<file path="src/hw/rtl/rfdsq_pkg.sv">
// Shared types, constants and helpers for the ready FIFO and delta sleep queue.
package rfdsq_pkg;

  localparam int MAX_THREADS = 64;
  localparam int SLOT_W      = $clog2(MAX_THREADS);
  localparam int PTR_W       = SLOT_W + 1;
  localparam int CNT_W       = PTR_W;
  localparam int TICK_W      = 32;
  localparam int REQ_W       = 2;

  typedef logic [PTR_W-1:0] ptr_t;

  localparam ptr_t                 NIL         = PTR_W'(MAX_THREADS);
  localparam logic [CNT_W-1:0]     MAX_CNT     = CNT_W'(MAX_THREADS);
  localparam logic [SLOT_W-1:0]    IDLE_RESET  = SLOT_W'(MAX_THREADS - 1);

  typedef enum logic [REQ_W-1:0] {
    REQ_ENQ   = 2'd0,
    REQ_DEQ   = 2'd1,
    REQ_SLEEP = 2'd2,
    REQ_TICK  = 2'd3
  } req_t;

  function automatic logic slot_ok(input ptr_t p);
    return p < NIL;
  endfunction

endpackage

</file>
<file path="src/hw/rtl/rfdsq_ram.sv">
// Generic single-write, single-read RAM with a registered read port.
module rfdsq_ram #(
  parameter int WIDTH = 8,
  parameter int DEPTH = 64,
  localparam int AddrW = $clog2(DEPTH)
) (
  input  logic             clk,
  input  logic             we,
  input  logic [AddrW-1:0] waddr,
  input  logic [WIDTH-1:0] wdata,
  input  logic [AddrW-1:0] raddr,
  output logic [WIDTH-1:0] rdata
);

  logic [WIDTH-1:0] mem [DEPTH];

  always_ff @(posedge clk) begin
    if (we) begin
      mem[waddr] <= wdata;
    end
    rdata <= mem[raddr];
  end

endmodule

</file>
<file path="src/hw/rtl/ready_fifo_and_delta_sleep_queue.sv">
// Top level of the thread scheduler: ready FIFO and delta-ordered sleep list.
//
//   channel  direction  handshake              beat contents
//   cfg      in         cfg_valid / cfg_ready  cfg_data (idle thread slot)
//   in       in         in_valid / in_ready    req_type, thread_id, sleep_ticks
//   out      out        out_valid / out_ready  next_thread, is_idle, status, woken_count
//
// Enqueue visits S_LINK only when the ready queue is non-empty; dequeue visits S_DEQ unless empty.
// Sleep walks the sleep list in S_WALK, up to MAX_THREADS entries, then splices in via S_SFIN.
// A tick repeats S_TCHK per woken thread, with S_LINK when it joins a non-empty ready queue.
// Synchronous reset empties all lists; the RAMs are not cleared and need no sweep.
// A new request beat is taken while the previous result still waits on the output register.
// A finished result stalls in place only when the output register is still occupied.
module ready_fifo_and_delta_sleep_queue import rfdsq_pkg::*; (
  input  logic              clk,
  input  logic              rst,
  input  logic              cfg_valid,
  output logic              cfg_ready,
  input  logic [SLOT_W-1:0] cfg_data,
  input  logic              in_valid,
  output logic              in_ready,
  input  logic [REQ_W-1:0]  req_type,
  input  logic [SLOT_W-1:0] thread_id,
  input  logic [TICK_W-1:0] sleep_ticks,
  output logic              out_valid,
  input  logic              out_ready,
  output logic [SLOT_W-1:0] next_thread,
  output logic              is_idle,
  output logic              status,
  output logic [CNT_W-1:0]  woken_count
);

  typedef enum logic [2:0] {
    S_IDLE,
    S_LINK,
    S_DEQ,
    S_WALK,
    S_SFIN,
    S_TCHK,
    S_RESP
  } state_t;

  state_t            state;
  req_t              op;
  logic [SLOT_W-1:0] idle_thread;
  ptr_t              ready_head;
  ptr_t              ready_tail;
  ptr_t              sleep_head;
  ptr_t              prev;
  ptr_t              curr;
  ptr_t              tail_save;
  logic [SLOT_W-1:0] sid;
  logic [TICK_W-1:0] ticks;
  logic [TICK_W-1:0] dcur;
  logic [CNT_W-1:0]  steps;
  logic [CNT_W-1:0]  woken;
  logic              first;
  logic [SLOT_W-1:0] res_nt;
  logic              res_idle;
  logic              res_status;

  logic              link_we;
  logic [SLOT_W-1:0] link_waddr;
  ptr_t              link_wdata;
  ptr_t              link_rdata;
  logic              delta_we;
  logic [SLOT_W-1:0] delta_waddr;
  logic [TICK_W-1:0] delta_wdata;
  logic [TICK_W-1:0] delta_rdata;
  logic [SLOT_W-1:0] rd_addr;

  logic              link_fwd_hit;
  ptr_t              link_fwd_data;
  logic              delta_fwd_hit;
  logic [TICK_W-1:0] delta_fwd_data;

  ptr_t              link_q;
  logic [TICK_W-1:0] delta_q;
  ptr_t              link_nh;
  logic [TICK_W-1:0] dval;
  logic              accept;
  logic              wake;
  logic              walk_cont;
  logic              ready_empty;
  logic              tid_idle;
  logic              head_idle;

  rfdsq_ram #(.WIDTH(PTR_W), .DEPTH(MAX_THREADS)) u_link_ram (
    .clk   (clk),
    .we    (link_we),
    .waddr (link_waddr),
    .wdata (link_wdata),
    .raddr (rd_addr),
    .rdata (link_rdata)
  );

  rfdsq_ram #(.WIDTH(TICK_W), .DEPTH(MAX_THREADS)) u_delta_ram (
    .clk   (clk),
    .we    (delta_we),
    .waddr (delta_waddr),
    .wdata (delta_wdata),
    .raddr (rd_addr),
    .rdata (delta_rdata)
  );

  assign cfg_ready   = 1'b1;
  assign in_ready    = (state == S_IDLE);
  assign accept      = in_valid && in_ready;
  assign link_q      = link_fwd_hit ? link_fwd_data : link_rdata;
  assign delta_q     = delta_fwd_hit ? delta_fwd_data : delta_rdata;
  assign link_nh     = slot_ok(link_q) ? link_q : NIL;
  assign dval        = first ? (delta_q - TICK_W'(1)) : delta_q;
  assign wake        = slot_ok(sleep_head) && (dval == '0) && (steps < MAX_CNT);
  assign walk_cont   = slot_ok(curr) && (steps < MAX_CNT) && (ticks > delta_q);
  assign ready_empty = !slot_ok(ready_head) || !slot_ok(ready_tail);
  assign tid_idle    = (thread_id == idle_thread);
  assign head_idle   = (sleep_head[SLOT_W-1:0] == idle_thread);

  always_comb begin
    link_we     = 1'b0;
    link_waddr  = sid;
    link_wdata  = NIL;
    delta_we    = 1'b0;
    delta_waddr = sid;
    delta_wdata = ticks;
    rd_addr     = sleep_head[SLOT_W-1:0];
    unique case (state)
      S_IDLE: begin
        if (accept && req_type == REQ_ENQ && !tid_idle) begin
          link_we    = 1'b1;
          link_waddr = thread_id;
        end
        if (req_type == REQ_DEQ) begin
          rd_addr = ready_head[SLOT_W-1:0];
        end
      end
      S_LINK: begin
        link_we    = 1'b1;
        link_waddr = tail_save[SLOT_W-1:0];
        link_wdata = PTR_W'(sid);
      end
      S_DEQ: begin
        link_we    = 1'b1;
        link_waddr = ready_head[SLOT_W-1:0];
      end
      S_WALK: begin
        if (walk_cont) begin
          rd_addr = link_q[SLOT_W-1:0];
        end else begin
          link_we    = slot_ok(prev);
          link_waddr = prev[SLOT_W-1:0];
          link_wdata = PTR_W'(sid);
          delta_we   = 1'b1;
        end
      end
      S_SFIN: begin
        link_we     = 1'b1;
        link_wdata  = curr;
        delta_we    = slot_ok(curr) && (curr != PTR_W'(sid));
        delta_waddr = curr[SLOT_W-1:0];
        delta_wdata = dcur - ticks;
      end
      S_TCHK: begin
        delta_we    = first;
        delta_waddr = sleep_head[SLOT_W-1:0];
        delta_wdata = dval;
        if (wake) begin
          link_we    = 1'b1;
          link_waddr = sleep_head[SLOT_W-1:0];
          rd_addr    = link_nh[SLOT_W-1:0];
        end
      end
      S_RESP: begin
      end
      default: begin
      end
    endcase
  end

  always_ff @(posedge clk) begin
    if (rst) begin
      state         <= S_IDLE;
      idle_thread   <= IDLE_RESET;
      ready_head    <= NIL;
      ready_tail    <= NIL;
      sleep_head    <= NIL;
      out_valid     <= 1'b0;
      link_fwd_hit  <= 1'b0;
      delta_fwd_hit <= 1'b0;
      steps         <= '0;
      woken         <= '0;
    end else begin
      link_fwd_hit   <= link_we && (link_waddr == rd_addr);
      link_fwd_data  <= link_wdata;
      delta_fwd_hit  <= delta_we && (delta_waddr == rd_addr);
      delta_fwd_data <= delta_wdata;
      if (cfg_valid) begin
        idle_thread <= cfg_data;
      end
      if (out_valid && out_ready && state != S_RESP) begin
        out_valid <= 1'b0;
      end
      unique case (state)
        S_IDLE: begin
          if (accept) begin
            op         <= req_t'(req_type);
            sid        <= thread_id;
            res_nt     <= '0;
            res_idle   <= 1'b0;
            res_status <= 1'b0;
            woken      <= '0;
            steps      <= '0;
            first      <= 1'b1;
            ticks      <= sleep_ticks;
            prev       <= NIL;
            curr       <= sleep_head;
            unique case (req_t'(req_type))
              REQ_ENQ: begin
                if (tid_idle) begin
                  res_status <= 1'b1;
                  state      <= S_RESP;
                end else begin
                  ready_tail <= PTR_W'(thread_id);
                  if (ready_empty) begin
                    ready_head <= PTR_W'(thread_id);
                    state      <= S_RESP;
                  end else begin
                    tail_save <= ready_tail;
                    state     <= S_LINK;
                  end
                end
              end
              REQ_DEQ: begin
                if (!slot_ok(ready_head)) begin
                  res_nt   <= idle_thread;
                  res_idle <= 1'b1;
                  state    <= S_RESP;
                end else begin
                  state <= S_DEQ;
                end
              end
              REQ_SLEEP: begin
                if (sleep_ticks == '0) begin
                  res_status <= 1'b1;
                  state      <= S_RESP;
                end else begin
                  state <= S_WALK;
                end
              end
              REQ_TICK: begin
                state <= slot_ok(sleep_head) ? S_TCHK : S_RESP;
              end
              default: begin
                state <= S_RESP;
              end
            endcase
          end
        end
        S_LINK: begin
          state <= (op == REQ_TICK) ? S_TCHK : S_RESP;
        end
        S_DEQ: begin
          res_nt     <= ready_head[SLOT_W-1:0];
          ready_head <= link_nh;
          if (!slot_ok(link_q)) begin
            ready_tail <= NIL;
          end
          state <= S_RESP;
        end
        S_WALK: begin
          if (walk_cont) begin
            ticks <= ticks - delta_q;
            prev  <= curr;
            curr  <= link_q;
            steps <= steps + CNT_W'(1);
          end else begin
            if (!slot_ok(curr)) begin
              curr <= NIL;
            end
            if (!slot_ok(prev)) begin
              sleep_head <= PTR_W'(sid);
            end
            dcur  <= delta_q;
            state <= S_SFIN;
          end
        end
        S_SFIN: begin
          state <= S_RESP;
        end
        S_TCHK: begin
          first <= 1'b0;
          if (wake) begin
            sleep_head <= link_nh;
            steps      <= steps + CNT_W'(1);
            sid        <= sleep_head[SLOT_W-1:0];
            if (!head_idle) begin
              woken      <= woken + CNT_W'(1);
              ready_tail <= sleep_head;
              if (ready_empty) begin
                ready_head <= sleep_head;
              end else begin
                tail_save <= ready_tail;
                state     <= S_LINK;
              end
            end
          end else begin
            state <= S_RESP;
          end
        end
        S_RESP: begin
          if (!out_valid || out_ready) begin
            next_thread <= res_nt;
            is_idle     <= res_idle;
            status      <= res_status;
            woken_count <= woken;
            out_valid   <= 1'b1;
            state       <= S_IDLE;
          end
        end
        default: begin
          state <= S_IDLE;
        end
      endcase
    end
  end

`ifndef SYNTHESIS
  a_ready_ends_agree: assert property (@(posedge clk) disable iff (rst)
    slot_ok(ready_head) == slot_ok(ready_tail))
    else $error("ready queue head and tail disagree on emptiness");

  a_steps_bounded: assert property (@(posedge clk) disable iff (rst)
    steps <= MAX_CNT)
    else $error("list walk ran past the slot count");

  a_woken_le_steps: assert property (@(posedge clk) disable iff (rst)
    woken <= steps)
    else $error("more threads woken than sleep entries visited");

  a_resp_delivers: assert property (@(posedge clk) disable iff (rst)
    (state == S_RESP && (!out_valid || out_ready)) |=> (out_valid && state == S_IDLE))
    else $error("finished result was not loaded into the output register");
`endif

endmodule
</file>
<file path="config.mk">
export PLATFORM = sky130hd
export DESIGN_NAME = ready_fifo_and_delta_sleep_queue
export DESIGN_NICKNAME = d
export VERILOG_FILES = /design/src/hw/rtl/rfdsq_pkg.sv /design/src/hw/rtl/rfdsq_ram.sv /design/src/hw/rtl/ready_fifo_and_delta_sleep_queue.sv
export SDC_FILE = /design/constraint.sdc
export NUM_CORES = 2
export LEC_CHECK = 0
export BUFFER_PORTS_ARGS = -buffer_cell sky130_fd_sc_hd__buf_4
export CORE_UTILIZATION = 50
export CTS_BUF_LIST = sky130_fd_sc_hd__clkbuf_8
export DETAILED_ROUTE_END_ITERATION = 8
export PLACE_DENSITY_LB_ADDON = 0.1
export SYNTH_ARGS = -nofsm -noshare
export SYNTH_HDL_FRONTEND = slang
export SYNTH_SLANG_ARGS = --single-unit
</file>
<file path="constraint.sdc">
create_clock -name clk -period 8.35 [get_ports clk]
set_input_delay 0.4175 -clock clk [delete_from_list [all_inputs] [get_ports clk]]
set_output_delay 0.4175 -clock clk [all_outputs]
set_load 0.03 [all_outputs]
</file>
==> summary.txt <==
Status
  – Status: finished, final reports clean

Synth
  – Net Count, Synth: 7918
  – #FFs+latches synth: about 2700
  – Top-area cell type share of the netlist area: 0.710
  – Syn Inst Count: roughly 7800
  – Mapped Avg Cell Area: roughly 14 sq um
  – Synth unique cells: approximately 110
  – Post-synth EDFFs: between 2000 and 3000
  – Ys Warns: 0
  – Main area contributors after synthesis: edfxtp_1 71%, nand2_1 5.3%, mux2i_1 3.7%
  – Mapped Area: about 110000 sq um
  – Ys async rst share: 0
  – Sequential cell area fraction in the yosys report: 0.725
  – Main synth FF type: edfxtp_1
  – Post-synth top area cell: edfxtp_1

Placed design
  – Placer Congestion: 0.916
  – DP Wirelength: approximately 220 mm
  – Placed Area: roughly 120000 sq um
  – Setup WS pre-CTS: 383 ps
  – I/O Buffers: between 60 and 70

Final layout
  – Most frequent cells in the layout: 2651 x edfxtp_1, 1569 x nand2_1, 494 x nand3_1
  – Cell area after layout: approximately 130000 sq um
  – # fillers: 17819
  – Final net count: ~8400
  – Layout cell share with drive strength beyond 1: 0.139
  – Most common library cell in the layout ignoring fill and taps: edfxtp_1
  – Synthesis-to-finish area growth: 13.4%

Timing
  – WHS: 113 ps
  – RSZ-0062 raised after global routing: no
  – Finish-stage setup viols: 0
  – Slew headroom: 0.0844
  – Minimum clock period: 8000 ps
  – Final setup margin: approximately 350 ps
  – Worst-Margin Slew: between 1000 and 1500 ps
  – F_max: ~130 MHz
  – Period utilisation layout: 0.958
  – Final Skew: between 90 and 100 ps
  – Final Hold Fails: 0
  – Fin. max-slew vios: 0
  – Setup TNS: 0 ps

GRT
  – Vias in the first global route: roughly 69000
  – Initial antenna violation count: 22
  – Total gr overflow: 0
  – Pin count of the biggest net entering global routing: about 130
  – Wire length of the first global-routing pass: approximately 510 mm
  – Total GRT Usage: 0.320

Routing
  – WL final: 366 mm
  – Drt drc: 0
  – Via count: around 73000
  – Routed length per placed instance: roughly 32 um
  – Remaining antenna violation count: 0
  – DR pass1 iterations: 8
  – Post-DR vias/cell: 6.29
  – DRT iter0 DRCs: between 9000 and 10000

CTS
  – H-tree depth: 5
  – Cts hold-fix bufs: just under 60
  – TritonCTS clock tree: done
  – Root buffer cell: clkbuf_8
  – Post_cts resized: 0
  – Postcts setup bufs: 0
  – Clock sink count: ~2700
  – CTS buffer count: ~450
  – Clk pin slew, worst setup/hold paths: about 60 ps
  – CTS max path bufs: 4
  – Worst-skew pair later-pin latency: about 1100 ps

Die
  – Row count: about 170
  – Die Y: ~480 um
  – Core area: 223000 sq um
  – Die area: 226000 sq um
  – Ports: around 70
  – Die Wd: about 480 um
  – Initial Util: 0.504

Pwr
  – Power Total: 35.8 mW
  – P per Cell Area: between 200 and 300 nW/um^2
  – P_leak: around 45 nW
  – VDD IR-drop max: 173 uV

Hold path
  – Tightest Hold Check Type: primary input to flop
  – WHS Path Cells: 2
  – Hold_sp: req_type[0]

Critical path
  – Critical Path RT: around 9300 ps
  – Worst setup SP type: flop
  – CP Class: flop to flop
  – Worst-case reg-to-reg path depth: 15
  – Worst R2R Start: delta_fwd_hit$_SDFF_PP0_
  – Slowest stage cell, crit path: or4_1
  – Cell family contributing the most delay on the critical path: simple AND/OR/NAND/NOR gates
  – Count of buffer and inverter cells on the critical path: 1
  – CP cell instances: mux2i_2 > ha_1 > nor4bb_1 > a22oi_1 > nor4_1 > xnor2_1 > and4_1 > nand4_1 > or2_1 > o2111a_1 > nor3_4 > buf_4 > a211oi_1 > or4_1 > a31oi_1
  – Slowest Stage Delay on Critical Path: 810 ps
  – Worst Setup SP: delta_fwd_hit$_SDFF_PP0_
  – Crit. End Element: flop
  – Worst-path maximum fanout: 49
  – Arr. time, crit path: slightly below 9000 ps
  – WP depth: 15

Flow run
  – Max-Cap Viols: 0
## synth_stat cells, types with 76 or more instances
master	instances
o21ai_0	126
nor2_1	281
inv_1	87
mux2i_1	415
a21oi_1	180
edfxtp_1	2651
a31oi_1	76
and3_1	100
buf_2	221
a32oi_1	281
nand2_1	1572
dfxtp_1	86
mux4_2	99
nand3_1	495
nand4_1	81
clkbuf_1	129
## logic make-up (layout without fill, tap and decap cells)
group,after synthesis,in the layout,share of synthesized area
xor gates and xnor gates,112,112,0.00875
other,1,15,0.0000334
muxes,523,523,0.0585
DFF,2737,2737,0.725
AOI/OAI and AO/OA,1039,1039,0.0676
adders and majority gates,68,68,0.00772
buffers and inverters,537,1331,0.0229
and+or+nand+nor,2782,2782,0.109
## sequential cells by signal (all words and copies together), names as in the netlist, 32 cells and up
signal / count
ticks: 32
u_delta_ram.rdata: 32
delta_fwd_data: 32
u_link_ram.mem: 448
dcur: 32
u_delta_ram.mem: 2048
## worst register-to-register path: cells and delay by family, from the launching register on
family | cells | cell delay, ps
mux | 1 | 510
flops | 1 | 740
buf+inv | 1 | 630
compound gates | 4 | 1630
xor+xnor | 1 | 270
fa+ha+maj | 1 | 300
simple gates | 7 | 3780
## layer usage
layer | GRT usage | wire length [um] | vias up
li1 | - | - | 30830
met1 | 0.444 | 146000 | 36982
met2 | 0.494 | 167000 | 4230
met3 | 0.0687 | 38000 | 756
met4 | 0.125 | 15200 | 14
met5 | 0 | 93 | -
## metrics by stage
step,cells,utilization
2_1_floorplan,7799,-
3_3_place_gp,10708,0.533
3_5_place_dp,10708,0.533
4_1_cts,11568,0.571
5_1_grt,11573,0.572
6_report,11582,0.572
## final cells by class
type | count | area (sq um) | share of cell area
antenna | 14 | 35.0 | 0.000275
tap | 2975 | 3720 | 0.0293
multi-input combinational | 4525 | 29400 | 0.231
clock buffer | 477 | 6570 | 0.0516
timing repair buffer | 439 | 4340 | 0.0341
clock inverter | 325 | 1520 | 0.0119
inverter | 90 | 338 | 0.00266
sequential | 2737 | 81300 | 0.639
## power breakdown
group	internal, mW	switching [mW]
Sequential	16.7	0.477
Clock	5.45	5.35
Combinational	2.00	5.87
## final timing paths
path	to	slack [ps]
min reg2reg	next_thread[2]$_DFFE_PP_	400
max reg2reg	u_delta_ram.rdata[20]$_DFF_P_	350
max	u_delta_ram.rdata[20]$_DFF_P_	350
min	op[0]$_DFFE_PP_	110
Note: power is estimated with default switching activity, not from simulation.
